## config.mk

```make
export PLATFORM = sky130hd
export DESIGN_NAME = usage_history_window_stats_unit
export DESIGN_NICKNAME = d
export VERILOG_FILES = /design/src/rtl/uhws_pkg.sv /design/src/rtl/uhws_ram.sv /design/src/rtl/uhws_div.sv /design/src/rtl/usage_history_window_stats_unit.sv
export SDC_FILE = /design/constraint.sdc
export NUM_CORES = 2
export LEC_CHECK = 0
export BUFFER_PORTS_ARGS = -buffer_cell sky130_fd_sc_hd__buf_2
export CAP_MARGIN = 20
export CORE_ASPECT_RATIO = 1.25
export CORE_MARGIN = 2
export CORE_UTILIZATION = 55
export CTS_CLUSTER_SIZE = 24
export DETAILED_ROUTE_END_ITERATION = 6
export HOLD_SLACK_MARGIN = 0.05
export PLACE_DENSITY = 0.81
export SYNTH_ARGS = -nofsm -noshare
export SYNTH_HDL_FRONTEND = slang
export SYNTH_HIERARCHICAL = 1
export SYNTH_SLANG_ARGS = --single-unit
```

## constraint.sdc

```tcl
create_clock -name clk -period 9.2 [get_ports clk]
set_input_delay 0.92 -clock clk [delete_from_list [all_inputs] [get_ports clk]]
set_output_delay 0.92 -clock clk [all_outputs]
set_load 0.03 [all_outputs]
```

## src/rtl/uhws_pkg.sv

```systemverilog
`timescale 1ns / 1ps
// ----------------------------------------------------------------------------
// uhws_pkg
// Shared types and constants for the usage history window stats unit.
// ----------------------------------------------------------------------------
package uhws_pkg;

    localparam int HISTORY_DEPTH_DEF = 64;

    localparam int SAMPLE_W   = 16;
    localparam int INTERVAL_W = 8;
    localparam int THRESH_W   = 16;
    localparam int WINDOW_W   = 16;
    localparam int AGE_W      = 6;
    localparam int TREND_W    = 2;

    localparam int S_TDATA_W  = 56;
    localparam int M_TDATA_W  = 72;

    localparam int CFG_ADDR_W = 1;
    localparam int CFG_DATA_W = 16;

    localparam int TREND_SAMPLES = 3;

    localparam logic [0:0] MODE_RECORD = 1'b0;
    localparam logic [0:0] MODE_QUERY  = 1'b1;

    localparam logic [CFG_ADDR_W-1:0] REG_INTERVAL  = 1'b0;
    localparam logic [CFG_ADDR_W-1:0] REG_THRESHOLD = 1'b1;

    localparam logic [INTERVAL_W-1:0] INTERVAL_RST = 8'd5;
    localparam logic [THRESH_W-1:0]   THRESH_RST   = 16'd100;

    localparam logic [TREND_W-1:0] TREND_FLAT = 2'd0;
    localparam logic [TREND_W-1:0] TREND_INC  = 2'd1;
    localparam logic [TREND_W-1:0] TREND_DEC  = 2'd2;
    localparam logic [TREND_W-1:0] TREND_NA   = 2'd3;

    // result word bit positions
    localparam int OUT_AVG_CPU_LSB   = 0;
    localparam int OUT_AVG_MEM_LSB   = 16;
    localparam int OUT_AVG_VALID     = 32;
    localparam int OUT_TREND_LSB     = 33;
    localparam int OUT_ENTRY_CPU_LSB = 35;
    localparam int OUT_ENTRY_MEM_LSB = 51;
    localparam int OUT_ENTRY_VALID   = 67;

endpackage

```

## src/rtl/uhws_ram.sv

```systemverilog
`timescale 1ns / 1ps
// ----------------------------------------------------------------------------
// uhws_ram
// Generic single-port-write, single-port-read RAM with registered read data.
// ----------------------------------------------------------------------------
module uhws_ram #(
    parameter int WIDTH = 32,
    parameter int DEPTH = 64
) (
    input  logic                     clk,
    input  logic                     we,
    input  logic [$clog2(DEPTH)-1:0] waddr,
    input  logic [WIDTH-1:0]         wdata,
    input  logic [$clog2(DEPTH)-1:0] raddr,
    output logic [WIDTH-1:0]         rdata
);

    logic [WIDTH-1:0] mem [DEPTH];
    logic [WIDTH-1:0] rdata_reg;

    always_ff @(posedge clk)
    begin
        if (we)
        begin
            mem[waddr] <= wdata;
        end
        rdata_reg <= mem[raddr];
    end

    assign rdata = rdata_reg;

endmodule

```

## src/rtl/uhws_div.sv

```systemverilog
`timescale 1ns / 1ps
// ----------------------------------------------------------------------------
// uhws_div
// Restoring unsigned divider, one quotient bit per cycle. Divisor nonzero.
// ----------------------------------------------------------------------------
module uhws_div #(
    parameter int DW = 16,
    parameter int VW = 8
) (
    input  logic          clk,
    input  logic          rst_n,
    input  logic          start,
    input  logic [DW-1:0] dividend,
    input  logic [VW-1:0] divisor,
    output logic [DW-1:0] quotient,
    output logic          done
);

    localparam int CNTW = $clog2(DW + 1);

    logic            busy_reg, busy_next;
    logic            done_reg, done_next;
    logic [CNTW-1:0] cnt_reg, cnt_next;
    logic [DW-1:0]   quo_reg, quo_next;
    logic [VW-1:0]   rem_reg, rem_next;
    logic [VW-1:0]   dvs_reg, dvs_next;

    logic [VW:0] rem_sh;
    logic [VW:0] diff;
    logic        ge;

    assign rem_sh = {rem_reg, quo_reg[DW-1]};
    assign ge     = rem_sh >= {1'b0, dvs_reg};
    assign diff   = rem_sh - {1'b0, dvs_reg};

    always_comb
    begin
        busy_next = busy_reg;
        done_next = 1'b0;
        cnt_next  = cnt_reg;
        quo_next  = quo_reg;
        rem_next  = rem_reg;
        dvs_next  = dvs_reg;
        if (start)
        begin
            busy_next = 1'b1;
            cnt_next  = CNTW'(DW);
            quo_next  = dividend;
            rem_next  = '0;
            dvs_next  = divisor;
        end
        else if (busy_reg)
        begin
            rem_next = ge ? diff[VW-1:0] : rem_sh[VW-1:0];
            quo_next = {quo_reg[DW-2:0], ge};
            cnt_next = cnt_reg - CNTW'(1);
            if (cnt_reg == CNTW'(1))
            begin
                busy_next = 1'b0;
                done_next = 1'b1;
            end
        end
    end

    always_ff @(posedge clk or negedge rst_n)
    begin
        if (!rst_n)
        begin
            busy_reg <= 1'b0;
            done_reg <= 1'b0;
            cnt_reg  <= '0;
        end
        else
        begin
            busy_reg <= busy_next;
            done_reg <= done_next;
            cnt_reg  <= cnt_next;
        end
    end

    always_ff @(posedge clk)
    begin
        quo_reg <= quo_next;
        rem_reg <= rem_next;
        dvs_reg <= dvs_next;
    end

    assign quotient = quo_reg;
    assign done     = done_reg;

endmodule

```

## src/rtl/usage_history_window_stats_unit.sv

```systemverilog
`timescale 1ns / 1ps
// ----------------------------------------------------------------------------
// usage_history_window_stats_unit
// Ring history of CPU/memory samples with windowed averages, trend and
// read-back by age.
// ----------------------------------------------------------------------------
// A record transaction (tuser 0) writes one sample pair into the history RAM;
// the slave side is ready again right after. A query transaction (tuser 1)
// returns one result: a bit-serial divider divides the window by the sample
// interval in 16 steps, then the entries are walked through the single RAM
// read port, newest first, up to the largest of the window count, three and
// read_age + 1, each as far as the store is filled. The two bit-serial
// average dividers start on the last read data, and their quotients are
// loaded into the output register. An empty store skips the walk and the
// averages. The slave side stays low while a query is in flight; a finished
// result waits in the output register.
// ----------------------------------------------------------------------------
module usage_history_window_stats_unit
    import uhws_pkg::*;
#(
    parameter int HISTORY_DEPTH = HISTORY_DEPTH_DEF
) (
    input  logic                  clk,
    input  logic                  rst_n,
    input  logic                  s_axis_tvalid,
    output logic                  s_axis_tready,
    input  logic [S_TDATA_W-1:0]  s_axis_tdata,  // cpu_usage, mem_usage, window_seconds, read_age
    input  logic                  s_axis_tuser,  // mode
    output logic                  m_axis_tvalid,
    input  logic                  m_axis_tready,
    output logic [M_TDATA_W-1:0]  m_axis_tdata,  // avg_cpu, avg_mem, avg_valid, trend_code,
                                                 // entry_cpu, entry_mem, entry_valid
    input  logic                  cfg_we,
    input  logic [CFG_ADDR_W-1:0] cfg_addr,
    input  logic [CFG_DATA_W-1:0] cfg_wdata
);

    localparam int AW = $clog2(HISTORY_DEPTH);
    localparam int FW = $clog2(HISTORY_DEPTH + 1);
    localparam int SW = SAMPLE_W + FW;
    localparam int CW = (FW > AGE_W + 1) ? FW : AGE_W + 1;
    localparam int NW = (FW > WINDOW_W) ? FW : WINDOW_W;

    localparam logic [AW-1:0] LAST_SLOT = AW'(HISTORY_DEPTH - 1);
    localparam logic [FW-1:0] FILL_MAX  = FW'(HISTORY_DEPTH);

    localparam logic [2:0] ST_IDLE = 3'd0;
    localparam logic [2:0] ST_DIVN = 3'd1;
    localparam logic [2:0] ST_WALK = 3'd2;
    localparam logic [2:0] ST_DIVA = 3'd3;
    localparam logic [2:0] ST_OUT  = 3'd4;

    // control
    logic [2:0]            state_reg, state_next;
    logic [AW-1:0]         wp_reg, wp_next;
    logic [FW-1:0]         fill_reg, fill_next;
    logic [INTERVAL_W-1:0] interval_reg, interval_next;
    logic [THRESH_W-1:0]   thresh_reg, thresh_next;
    logic [FW-1:0]         issue_reg, issue_next;
    logic                  rd_vld_reg, rd_vld_next;
    logic                  m_tvalid_reg, m_tvalid_next;

    // datapath
    logic [AGE_W-1:0]      age_reg, age_next;
    logic [FW-1:0]         n_reg, n_next;
    logic [FW-1:0]         m_reg, m_next;
    logic [AW-1:0]         rd_ptr_reg, rd_ptr_next;
    logic [FW-1:0]         rd_age_reg, rd_age_next;
    logic [SW-1:0]         sum_c_reg, sum_c_next;
    logic [SW-1:0]         sum_m_reg, sum_m_next;
    logic [SAMPLE_W-1:0]   r0_reg, r0_next;
    logic [SAMPLE_W-1:0]   r1_reg, r1_next;
    logic [SAMPLE_W-1:0]   r2_reg, r2_next;
    logic [SAMPLE_W-1:0]   ent_c_reg, ent_c_next;
    logic [SAMPLE_W-1:0]   ent_m_reg, ent_m_next;
    logic [M_TDATA_W-1:0]  m_tdata_reg, m_tdata_next;

    logic [SAMPLE_W-1:0]   in_cpu;
    logic [SAMPLE_W-1:0]   in_mem;
    logic [WINDOW_W-1:0]   in_win;
    logic [AGE_W-1:0]      in_age;
    logic                  acc;
    logic                  rec_acc;
    logic                  qry_acc;

    logic                  ram_we;
    logic [2*SAMPLE_W-1:0] ram_rdata;
    logic [SAMPLE_W-1:0]   rd_cpu;
    logic [SAMPLE_W-1:0]   rd_mem;

    logic [INTERVAL_W-1:0] divisor_n;
    logic [WINDOW_W-1:0]   qn;
    logic                  qn_done;
    logic [SW-1:0]         q_c;
    logic [SW-1:0]         q_m;
    logic                  qa_done_c;
    logic                  qa_done_m;
    logic                  qa_done;
    logic                  avg_start;

    logic [WINDOW_W-1:0]   n_lo;
    logic [FW-1:0]         n_fit;
    logic [FW-1:0]         trend_need;
    logic                  age_ok;
    logic [FW-1:0]         ent_need;
    logic [FW-1:0]         m_tmp;
    logic                  issuing;
    logic                  last_data;

    logic signed [SAMPLE_W:0] d1;
    logic signed [SAMPLE_W:0] d2;
    logic signed [SAMPLE_W:0] th;
    logic [TREND_W-1:0]    trend;
    logic                  avg_v;
    logic                  ent_v;

    assign in_cpu  = s_axis_tdata[15:0];
    assign in_mem  = s_axis_tdata[31:16];
    assign in_win  = s_axis_tdata[47:32];
    assign in_age  = s_axis_tdata[53:48];

    assign s_axis_tready = (state_reg == ST_IDLE);
    assign acc     = s_axis_tvalid && s_axis_tready;
    assign rec_acc = acc && (s_axis_tuser == MODE_RECORD);
    assign qry_acc = acc && (s_axis_tuser == MODE_QUERY);
    assign ram_we  = rec_acc;

    assign rd_cpu = ram_rdata[SAMPLE_W-1:0];
    assign rd_mem = ram_rdata[2*SAMPLE_W-1:SAMPLE_W];

    assign divisor_n = (interval_reg == '0) ? INTERVAL_W'(1) : interval_reg;

    uhws_ram #(
        .WIDTH (2 * SAMPLE_W),
        .DEPTH (HISTORY_DEPTH)
    ) u_ram (
        .clk   (clk),
        .we    (ram_we),
        .waddr (wp_reg),
        .wdata ({in_mem, in_cpu}),
        .raddr (rd_ptr_reg),
        .rdata (ram_rdata)
    );

    uhws_div #(
        .DW (WINDOW_W),
        .VW (INTERVAL_W)
    ) u_div_n (
        .clk      (clk),
        .rst_n    (rst_n),
        .start    (qry_acc),
        .dividend (in_win),
        .divisor  (divisor_n),
        .quotient (qn),
        .done     (qn_done)
    );

    uhws_div #(
        .DW (SW),
        .VW (FW)
    ) u_div_c (
        .clk      (clk),
        .rst_n    (rst_n),
        .start    (avg_start),
        .dividend (sum_c_next),
        .divisor  (n_reg),
        .quotient (q_c),
        .done     (qa_done_c)
    );

    uhws_div #(
        .DW (SW),
        .VW (FW)
    ) u_div_m (
        .clk      (clk),
        .rst_n    (rst_n),
        .start    (avg_start),
        .dividend (sum_m_next),
        .divisor  (n_reg),
        .quotient (q_m),
        .done     (qa_done_m)
    );

    assign qa_done = qa_done_c && qa_done_m;

    // window count clamp and walk length
    assign n_lo       = (qn == '0) ? WINDOW_W'(1) : qn;
    assign n_fit      = (NW'(n_lo) > NW'(fill_reg)) ? fill_reg : FW'(n_lo);
    assign trend_need = (fill_reg >= FW'(TREND_SAMPLES)) ? FW'(TREND_SAMPLES) : '0;
    assign age_ok     = CW'(age_reg) < CW'(fill_reg);
    assign ent_need   = age_ok ? FW'(CW'(age_reg) + CW'(1)) : '0;
    assign m_tmp      = (n_fit > trend_need) ? n_fit : trend_need;

    assign issuing    = (state_reg == ST_WALK) && (issue_reg != m_reg);
    assign last_data  = (state_reg == ST_WALK) && rd_vld_reg
                        && (rd_age_reg == m_reg - FW'(1));
    assign avg_start  = last_data;

    // memory trend from the three newest samples
    assign d1 = $signed({1'b0, r0_reg}) - $signed({1'b0, r1_reg});
    assign d2 = $signed({1'b0, r1_reg}) - $signed({1'b0, r2_reg});
    assign th = $signed({1'b0, thresh_reg});

    always_comb
    begin
        if (fill_reg < FW'(TREND_SAMPLES))
        begin
            trend = TREND_NA;
        end
        else if ((d1 > th) && (d2 > th))
        begin
            trend = TREND_INC;
        end
        else if ((d1 < -th) && (d2 < -th))
        begin
            trend = TREND_DEC;
        end
        else
        begin
            trend = TREND_FLAT;
        end
    end

    assign avg_v = (fill_reg != '0);
    assign ent_v = age_ok;

    always_comb
    begin
        state_next    = state_reg;
        wp_next       = wp_reg;
        fill_next     = fill_reg;
        interval_next = interval_reg;
        thresh_next   = thresh_reg;
        issue_next    = issue_reg;
        rd_vld_next   = 1'b0;
        m_tvalid_next = m_tvalid_reg;
        age_next      = age_reg;
        n_next        = n_reg;
        m_next        = m_reg;
        rd_ptr_next   = rd_ptr_reg;
        rd_age_next   = rd_age_reg;
        sum_c_next    = sum_c_reg;
        sum_m_next    = sum_m_reg;
        r0_next       = r0_reg;
        r1_next       = r1_reg;
        r2_next       = r2_reg;
        ent_c_next    = ent_c_reg;
        ent_m_next    = ent_m_reg;
        m_tdata_next  = m_tdata_reg;

        if (cfg_we)
        begin
            case (cfg_addr)
                REG_INTERVAL:  interval_next = cfg_wdata[INTERVAL_W-1:0];
                REG_THRESHOLD: thresh_next   = cfg_wdata[THRESH_W-1:0];
                default:       ;
            endcase
        end

        if (m_tvalid_reg && m_axis_tready)
        begin
            m_tvalid_next = 1'b0;
        end

        if (rd_vld_reg && (state_reg == ST_WALK))
        begin
            if (rd_age_reg < n_reg)
            begin
                sum_c_next = sum_c_reg + SW'(rd_cpu);
                sum_m_next = sum_m_reg + SW'(rd_mem);
            end
            if (rd_age_reg == FW'(0))
            begin
                r0_next = rd_mem;
            end
            if (rd_age_reg == FW'(1))
            begin
                r1_next = rd_mem;
            end
            if (rd_age_reg == FW'(2))
            begin
                r2_next = rd_mem;
            end
            if (CW'(rd_age_reg) == CW'(age_reg))
            begin
                ent_c_next = rd_cpu;
                ent_m_next = rd_mem;
            end
        end

        case (state_reg)
            ST_IDLE:
            begin
                if (rec_acc)
                begin
                    wp_next = (wp_reg == LAST_SLOT) ? '0 : wp_reg + AW'(1);
                    if (fill_reg != FILL_MAX)
                    begin
                        fill_next = fill_reg + FW'(1);
                    end
                end
                else if (qry_acc)
                begin
                    age_next   = in_age;
                    state_next = ST_DIVN;
                end
            end
            ST_DIVN:
            begin
                if (qn_done)
                begin
                    n_next      = n_fit;
                    m_next      = (ent_need > m_tmp) ? ent_need : m_tmp;
                    issue_next  = '0;
                    rd_ptr_next = (wp_reg == '0) ? LAST_SLOT : wp_reg - AW'(1);
                    sum_c_next  = '0;
                    sum_m_next  = '0;
                    state_next  = (fill_reg == '0) ? ST_OUT : ST_WALK;
                end
            end
            ST_WALK:
            begin
                if (issuing)
                begin
                    issue_next  = issue_reg + FW'(1);
                    rd_ptr_next = (rd_ptr_reg == '0) ? LAST_SLOT : rd_ptr_reg - AW'(1);
                    rd_vld_next = 1'b1;
                    rd_age_next = issue_reg;
                end
                if (last_data)
                begin
                    state_next = ST_DIVA;
                end
            end
            ST_DIVA:
            begin
                if (qa_done)
                begin
                    state_next = ST_OUT;
                end
            end
            ST_OUT:
            begin
                if (!m_tvalid_reg || m_axis_tready)
                begin
                    m_tvalid_next = 1'b1;
                    m_tdata_next  = {4'b0,
                                     ent_v,
                                     ent_v ? ent_m_reg : SAMPLE_W'(0),
                                     ent_v ? ent_c_reg : SAMPLE_W'(0),
                                     trend,
                                     avg_v,
                                     avg_v ? q_m[SAMPLE_W-1:0] : SAMPLE_W'(0),
                                     avg_v ? q_c[SAMPLE_W-1:0] : SAMPLE_W'(0)};
                    state_next    = ST_IDLE;
                end
            end
            default:
            begin
                state_next = ST_IDLE;
            end
        endcase
    end

    always_ff @(posedge clk or negedge rst_n)
    begin
        if (!rst_n)
        begin
            state_reg    <= ST_IDLE;
            wp_reg       <= '0;
            fill_reg     <= '0;
            interval_reg <= INTERVAL_RST;
            thresh_reg   <= THRESH_RST;
            issue_reg    <= '0;
            rd_vld_reg   <= 1'b0;
            m_tvalid_reg <= 1'b0;
        end
        else
        begin
            state_reg    <= state_next;
            wp_reg       <= wp_next;
            fill_reg     <= fill_next;
            interval_reg <= interval_next;
            thresh_reg   <= thresh_next;
            issue_reg    <= issue_next;
            rd_vld_reg   <= rd_vld_next;
            m_tvalid_reg <= m_tvalid_next;
        end
    end

    always_ff @(posedge clk)
    begin
        age_reg     <= age_next;
        n_reg       <= n_next;
        m_reg       <= m_next;
        rd_ptr_reg  <= rd_ptr_next;
        rd_age_reg  <= rd_age_next;
        sum_c_reg   <= sum_c_next;
        sum_m_reg   <= sum_m_next;
        r0_reg      <= r0_next;
        r1_reg      <= r1_next;
        r2_reg      <= r2_next;
        ent_c_reg   <= ent_c_next;
        ent_m_reg   <= ent_m_next;
        m_tdata_reg <= m_tdata_next;
    end

    assign m_axis_tvalid = m_tvalid_reg;
    assign m_axis_tdata  = m_tdata_reg;

endmodule

```

After elaboration in Yosys (flattened, before gate mapping)
Memories as Yosys holds them, arrays and structs flattened. A register that Yosys moved wholly into a read port is not among the register bits.
Cells that the tools add are included.

word-level totals
  bits in writable memories = 2048
  input port bits = 79
  output and inout bits = 74
  flip-flop bits (word level) = 396
  word-level logic and storage cells = 211
  memories kept = 1

memory list
  memory     words  width  read ports  clocked after Yosys merged registers in  wr ports  RTL line        source
  u_ram.mem  64     32     1           1                                        1         uhws_ram.sv:18  logic [WIDTH-1:0] mem [DEPTH];

operators by class
  reductions and logical operators = 39
  $lt $le $gt $ge = 14
  equal/unequal tests = 21
  mux-type cells = 73
  bitwise logic cells = 3
  add/subtract/negate cells = 18

operators with widths
  operator                                          number
  2-to-1 mux 23 bit                                 12
  2-to-1 mux 7 bit                                  8
  2-to-1 mux 16 bit                                 3
  adder 23 x 16 -> 23 bit                           2
  > comparator 17 bit                               2
  < comparator 17 bit                               2
  subtractor 16 x 16 -> 17 bit                      2
  2-to-1 mux 5 bit                                  6
  2-to-1 mux 6 bit                                  5
  2-to-1 mux 1 bit                                  25
  2-to-1 mux 3 bit                                  7
  AND reduction 2 bit                               10
  negation 16 -> 17 bit                             1
  >= comparator 8 x 7 -> 1 bit                      2
  > comparator 16 x 7 -> 1 bit                      1
  logical NOT 16 bit                                1
  == test 5 x 1 -> 1 bit, second input constant     3
  one-hot mux 3 bit (5 select lines)                1
  subtractor 5 x 1 -> 5 bit, second input constant  3
  adder 7 x 1 -> 7 bit, second input constant       2
  logical NOT 7 bit                                 2
  one-hot mux 7 bit (2 select lines)                1
  subtractor 7 bit                                  2
  logical NOT 6 bit                                 2
  38 further kinds                                  63

Logic depth before layout (Yosys ltp)
  word-level depth = 8
  mapped depth = 25
  depth with buffers taken out = 25

Modules after synthesis
Netlist, hierarchy kept.

modules (own cells, without submodules)
  module                           area an instance (µm²)  sequential area each (µm²)  cells each  instances
  uhws_ram                         78515.3                 62139.6                     3324        1
  usage_history_window_stats_unit  15934.0                 7588.5                      1480        1
  uhws_div at u_div_c ...          2343.5                  1216.2                      190         2
  uhws_div at u_div_n              2024.4                  1056.0                      168         1

Worst setup path before layout
Ideal clock, no wire load.

  kind = flip-flop to flip-flop
  start = reg u_div_n.quo_reg[12], in the netlist u_div_n/quotient[12]
  end = reg m_reg[0] (data pin)
  clock period less this slack = 5.285 ns
  setup time = 0.260 ns
  slack = 3.915 ns
  stages on the path, launching flop included = 24
  required time = 8.940 ns
  arrival = 5.026 ns
  path buffers = 0
  cell sequence = edfxtp_1 -> or4_1 -> nor2_1 -> a31o_2 -> inv_1 -> ha_1 -> nor2b_1 -> o21ai_0 -> nand2b_1 -> a211oi_1 -> o21ai_2 -> mux2_2 -> ha_1 -> nor2b_1 -> o21ai_0 -> nand2_1 -> mux2_2 -> mux2i_1 -> ha_1 -> a21o_1 -> a21oi_1 -> o21ai_0 -> o22ai_1 -> mux2_2

between the ends
  longest elaborated chain between the ends = 8

RTL lines
  item                          RTL line                                source
  start, declared               uhws_div.sv:24                          logic [DW-1:0] quo_reg, quo_next;
  start signal, assigned        uhws_div.sv:83                          quo_reg <= quo_next;
  logical NOT 16 bit            usage_history_window_stats_unit.sv:187  assign n_lo = (qn == '0) ? WINDOW_W'(1) : qn;
  2-to-1 mux 16 bit *           usage_history_window_stats_unit.sv:187
  > comparator 16 x 7 -> 1 bit  usage_history_window_stats_unit.sv:188  assign n_fit = (NW'(n_lo) > NW'(fill_reg)) ? fill_reg : FW'(n_lo);
  2-to-1 mux 7 bit *            usage_history_window_stats_unit.sv:188
  named net n_fit[1]            usage_history_window_stats_unit.sv:102  logic [FW-1:0] n_fit;
  > comparator 7 x 2 -> 1 bit   usage_history_window_stats_unit.sv:192  assign m_tmp = (n_fit > trend_need) ? n_fit : trend_need;
  2-to-1 mux 7 bit *            usage_history_window_stats_unit.sv:192
  > comparator 7 bit            usage_history_window_stats_unit.sv:313  m_next = (ent_need > m_tmp) ? ent_need : m_tmp;
  2-to-1 mux 7 bit *            usage_history_window_stats_unit.sv:313
  end signal, assigned          usage_history_window_stats_unit.sv:395  m_reg <= m_next;
  end, declared                 usage_history_window_stats_unit.sv:66   logic [FW-1:0] m_reg, m_next;

The timed path passes the listed nets; every way through them passes the cells marked *.
A chain may end at the register's enable or synchronous reset.

Worst setup path after layout
  start = reg u_div_n.quo_reg[9], in the netlist u_div_n/quotient[9]
  end = reg m_reg[5] (data pin)

The elaborated chain is that of the path after synthesis.

==> impl_results.html <==
<table>
<tr><th>Metric</th><th>Value</th></tr>
<tr><th colspan="2">Run status</th></tr>
<tr><td>Status</td><td>complete, no violations</td></tr>
<tr><th colspan="2">CTS</th></tr>
<tr><td>Level count of the clock H-tree</td><td>4</td></tr>
<tr><td>Resized cells post-CTS</td><td>0</td></tr>
<tr><td>Number of buffers created by CTS</td><td>224</td></tr>
<tr><td>Number of clock sinks</td><td>2483</td></tr>
<tr><td>Worst-path clk slew</td><td>0.06 ns</td></tr>
<tr><td>Later-pin clock latency in the skew report</td><td>0.88 ns</td></tr>
<tr><td>Hold Buf Count CTS</td><td>0</td></tr>
<tr><td>Clk Tree Root Cell</td><td>clkbuf_16</td></tr>
<tr><td>Clock tree from TritonCTS</td><td>built</td></tr>
<tr><td>Worst-case clock buffer depth</td><td>3</td></tr>
<tr><td>Post-CTS Repair Setup Buffers</td><td>0</td></tr>
<tr><th colspan="2">Global route</th></tr>
<tr><td>Total routing resource utilization after global routing</td><td>27.9%</td></tr>
<tr><td>Number of global-route vias before repair</td><td>56170</td></tr>
<tr><td>First-pass GRT wire length</td><td>380 mm</td></tr>
<tr><td>Aggregate global routing overflow</td><td>0</td></tr>
<tr><td>Largest net degree at the start of global routing</td><td>130</td></tr>
<tr><td>Number of antenna violations at the first check in global routing</td><td>26</td></tr>
<tr><th colspan="2">Synthesis</th></tr>
<tr><td>Dominant synthesized flop cell</td><td>edfxtp_1</td></tr>
<tr><td>Seq/Total Area, Yosys</td><td>72.4%</td></tr>
<tr><td>Post-synthesis register bit count</td><td>2483</td></tr>
<tr><td>Post-synth top area cell</td><td>edfxtp_1</td></tr>
<tr><td>Number of distinct library cell variants in the gate-level netlist after synthesis</td><td>98</td></tr>
<tr><td>Synth Warn #</td><td>6</td></tr>
<tr><td>Mapped Cells</td><td>5352</td></tr>
<tr><td>Post-synth EDFFs</td><td>2313</td></tr>
<tr><td>Asr flop ratio synth</td><td>2.82%</td></tr>
<tr><td>Area share of the largest cell type after synthesis</td><td>68.7%</td></tr>
<tr><td>Top cells by area in the synthesized netlist</td><td>edfxtp_1 69%, mux4_2 12%, ha_1 2.4%</td></tr>
<tr><td>Average cell area after synthesis</td><td>18.9 sq um</td></tr>
<tr><td>Cell area after technology mapping</td><td>101000 sq um</td></tr>
<tr><th colspan="2">Routing</th></tr>
<tr><td>Routed WL per cell</td><td>31.8 um</td></tr>
<tr><td>Count of TritonRoute iterations in the first routing pass</td><td>6</td></tr>
<tr><td># DRC</td><td>0</td></tr>
<tr><td>Drt first-iter violations</td><td>7381</td></tr>
<tr><td>Via Count</td><td>54630</td></tr>
<tr><td>Final routed wirelength across all metal layers</td><td>262 mm</td></tr>
<tr><td>Number of routed nets with antenna violations</td><td>0</td></tr>
<tr><td>Detail-routed via count per cell</td><td>6.63</td></tr>
<tr><th colspan="2">Die</th></tr>
<tr><td>Die Outline Area</td><td>187000 sq um</td></tr>
<tr><td>Effective utilization at floorplan</td><td>55.1%</td></tr>
<tr><td>Placement Rows</td><td>176</td></tr>
<tr><td>Die span in y</td><td>483 um</td></tr>
<tr><td>Horizontal die dimension</td><td>388 um</td></tr>
<tr><td>Boundary pin count</td><td>153</td></tr>
<tr><td>Core area</td><td>183000 sq um</td></tr>
<tr><th colspan="2">Worst setup path</th></tr>
<tr><td>Crit-path max FO</td><td>8</td></tr>
<tr><td>Nature of the critical path startpoint</td><td>flip-flop</td></tr>
<tr><td>Cells along the critical path</td><td>or4_1, nor2_1, a31o_2, inv_1, ha_1, nor2b_1, o21ai_0, nand2b_1, a211oi_1, o21ai_2, mux2_2, ha_1, nor2b_1, o21ai_0, nand2_1, mux2_2, mux2i_1, ha_1, a21o_1, a21oi_1, o21ai_0, o22ai_1, mux2_2</td></tr>
<tr><td>Slowest Stage Delay on Critical Path</td><td>0.60 ns</td></tr>
<tr><td>Crit path arrival time</td><td>6.77 ns</td></tr>
<tr><td>Required time at the endpoint of the critical path</td><td>9.81 ns</td></tr>
<tr><td>Crit end category</td><td>flip-flop</td></tr>
<tr><td>Crit path kind</td><td>flip-flop to flip-flop</td></tr>
<tr><td>Library cell contributing the largest single delay on the critical path</td><td>o22ai_1</td></tr>
<tr><th colspan="2">Flow run</th></tr>
<tr><td>Max-cap violation count</td><td>0</td></tr>
<tr><th colspan="2">Timing</th></tr>
<tr><td>Number of endpoints with negative hold slack in the final report</td><td>0</td></tr>
<tr><td>Worst clock skew</td><td>0.0569 ns</td></tr>
<tr><td>Worst slew pin tran</td><td>1.13 ns</td></tr>
<tr><td>Peak Freq</td><td>162 MHz</td></tr>
<tr><td>Setup Viol. Count Final</td><td>0</td></tr>
<tr><td>Setup repair after global routing missed its margin</td><td>false</td></tr>
<tr><td>Final period utilization</td><td>67.0%</td></tr>
<tr><td>Final critical path time including I/O delays and setup</td><td>6.16 ns</td></tr>
<tr><td>Total Negative Setup Slacks</td><td>0 ns</td></tr>
<tr><td>Max-Slew Margin vs Limit</td><td>24.9%</td></tr>
<tr><td>Number of slew-limit violations in the final report</td><td>0</td></tr>
<tr><th colspan="2">Place</th></tr>
<tr><td>Standard cell area after detailed placement</td><td>105000 sq um</td></tr>
<tr><td>Number of I/O port buffers</td><td>146</td></tr>
<tr><td>Final RePlAce weighted congestion</td><td>0.868</td></tr>
<tr><td>Post-detail-place hpwl</td><td>140 mm</td></tr>
<tr><td>Placed instance count</td><td>7773</td></tr>
<tr><th colspan="2">Worst hold path</th></tr>
<tr><td>HP Class</td><td>input pin to asynchronous set/reset pin</td></tr>
<tr><th colspan="2">Layout</th></tr>
<tr><td>Most used cells in the layout excluding fill and tap cells</td><td>2313 x edfxtp_1, 544 x mux4_2, 226 x clkbuf_16, 194 x nor2_1, 194 x ha_1</td></tr>
<tr><td>Max FFs per register</td><td>2048</td></tr>
<tr><td>Post-layout instance count excluding filler cells</td><td>8234</td></tr>
<tr><td>Fraction of layout instances using a drive strength above 1</td><td>24.0%</td></tr>
<tr><td>Most common cell after layout, fill and taps aside</td><td>edfxtp_1</td></tr>
<tr><td>Final layout net count</td><td>5905</td></tr>
<tr><td>Growth of design area from synthesis to finish</td><td>12.0%</td></tr>
<tr><td>Post-Layout Inst Area</td><td>113000 sq um</td></tr>
<tr><th colspan="2">Pwr</th></tr>
<tr><td>Worst-case vdd ir drop</td><td>0.208 mV</td></tr>
<tr><td>Static Leakage</td><td>37.7 nW</td></tr>
<tr><td>Total power density per cell area</td><td>196 nW/um^2</td></tr>
</table>
[cell families (layout without fill, tap and decap cells)]
| group | count (synthesis) | in the layout | synth area share [%] |
|---|---|---|---|
| AO/OA/AOI/OAI | 582 | 582 | 3.91 |
| XOR/XNOR | 131 | 131 | 1.13 |
| adder cells (fa/ha/maj) | 201 | 201 | 2.54 |
| buffers and inverters | 397 | 861 | 1.77 |
| flip-flops | 2483 | 2483 | 72.4 |
| multiplexers | 749 | 749 | 14.3 |
| other | 1 | 16 | 0.00371 |
| AND/OR/NAND/NOR | 808 | 808 | 4.02 |
[critical path: cells and delay by family, from the launching register on]
kind                     cells  cell delay [ns]
AND/OR/NAND/NOR              6             1.19
buffers and inverters        1             0.05
adder cells (fa/ha/maj)      3             0.77
AO/OA/AOI/OAI                9             2.11
multiplexers                 4             1.39
flip-flops                   1             0.40
[report_power, final]
part	internal (mW)	leakage [nW]	switching [mW]
logic	0.103	11.9	0.243
registers	12.3	22.2	0.0201
clock network	5.33	3.63	4.23
[synth_stat cells (10+ instances only)]
cell type / n
nor3b_1: 16
nor2_1: 257
buf_1: 21
ha_1: 194
and3_1: 17
o21bai_1: 10
a21oi_1: 152
nand3_1: 44
dfrtp_1: 65
o221ai_1: 31
o31ai_1: 15
dfxtp_1: 100
a31oi_1: 12
a22oi_1: 17
inv_1: 146
nand2_1: 150
nand4_1: 31
a21o_1: 37
a41oi_1: 10
or3_1: 14
o22ai_1: 88
xor2_1: 43
o21a_1: 13
edfxtp_1: 2313
and2_1: 72
nand2b_1: 34
a211oi_1: 22
o21ai_0: 66
mux2_2: 91
nor2b_1: 49
clkbuf_1: 122
buf_4: 32
mux2i_1: 113
nor3_1: 42
buf_6: 11
buf_2: 62
nor4_1: 18
xnor2_1: 88
o21ai_1: 10
mux4_2: 544
[layer usage]
| layer | global-route usage, % | vias up | wire, um |
|---|---|---|---|
| li1 | - | 22173 | - |
| met4 | 14.2 | 12 | 14400 |
| met3 | 6.09 | 807 | 29900 |
| met2 | 46.3 | 3963 | 130000 |
| met5 | 0 | - | 80 |
| met1 | 34.6 | 27675 | 87400 |
[final cells by class]
type                    instances  area, sq um
flip-flops and latches       2483        73200
multi-input cells            2475        26700
clock inverters               149         1570
clock buffers                 271         5920
inverters                     148          556
well taps                    2403         3010
fillers                     11833        70100
repair buffers                293         2310
diodes                         12         30.0
[stage by stage]
step | worst slack, ns | power, mW | utilization (%) | hold slack, ns
after floorplan | 3.91 | 12.7 | - | 0.412
after global placement | 3.02 | 12.9 | 57.3 | 0.469
after detailed placement | 3.12 | 12.9 | 57.3 | 0.471
after CTS | 3.00 | 22.3 | 61.4 | 0.181
after global routing | 2.71 | 22.7 | 61.8 | 0.205
final | 3.04 | 22.3 | 61.8 | 0.206
[path summary, 6_finish.rpt]
| kind | depth (start not counted) | from | slack, ns | endpoint |
|---|---|---|---|---|
| setup / recovery | 23 | u_div_n/quotient[9] | 3.04 | m_reg[5] |
| hold / removal | 1 | rst_n | 0.21 | fill_reg[5] |
| setup reg to reg | 23 | u_div_n/quotient[9] | 3.04 | m_reg[5] |
| hold reg to reg | 0 | u_ram/rdata[7] | 0.48 | ent_c_reg[7] |
| max in group asynchronous | 1 | rst_n | 8.31 | thresh_reg[4] |
| min in group clk | 1 | s_axis_tdata[49] | 0.24 | age_reg[1] |
Note: power is estimated with default switching activity, not from simulation.
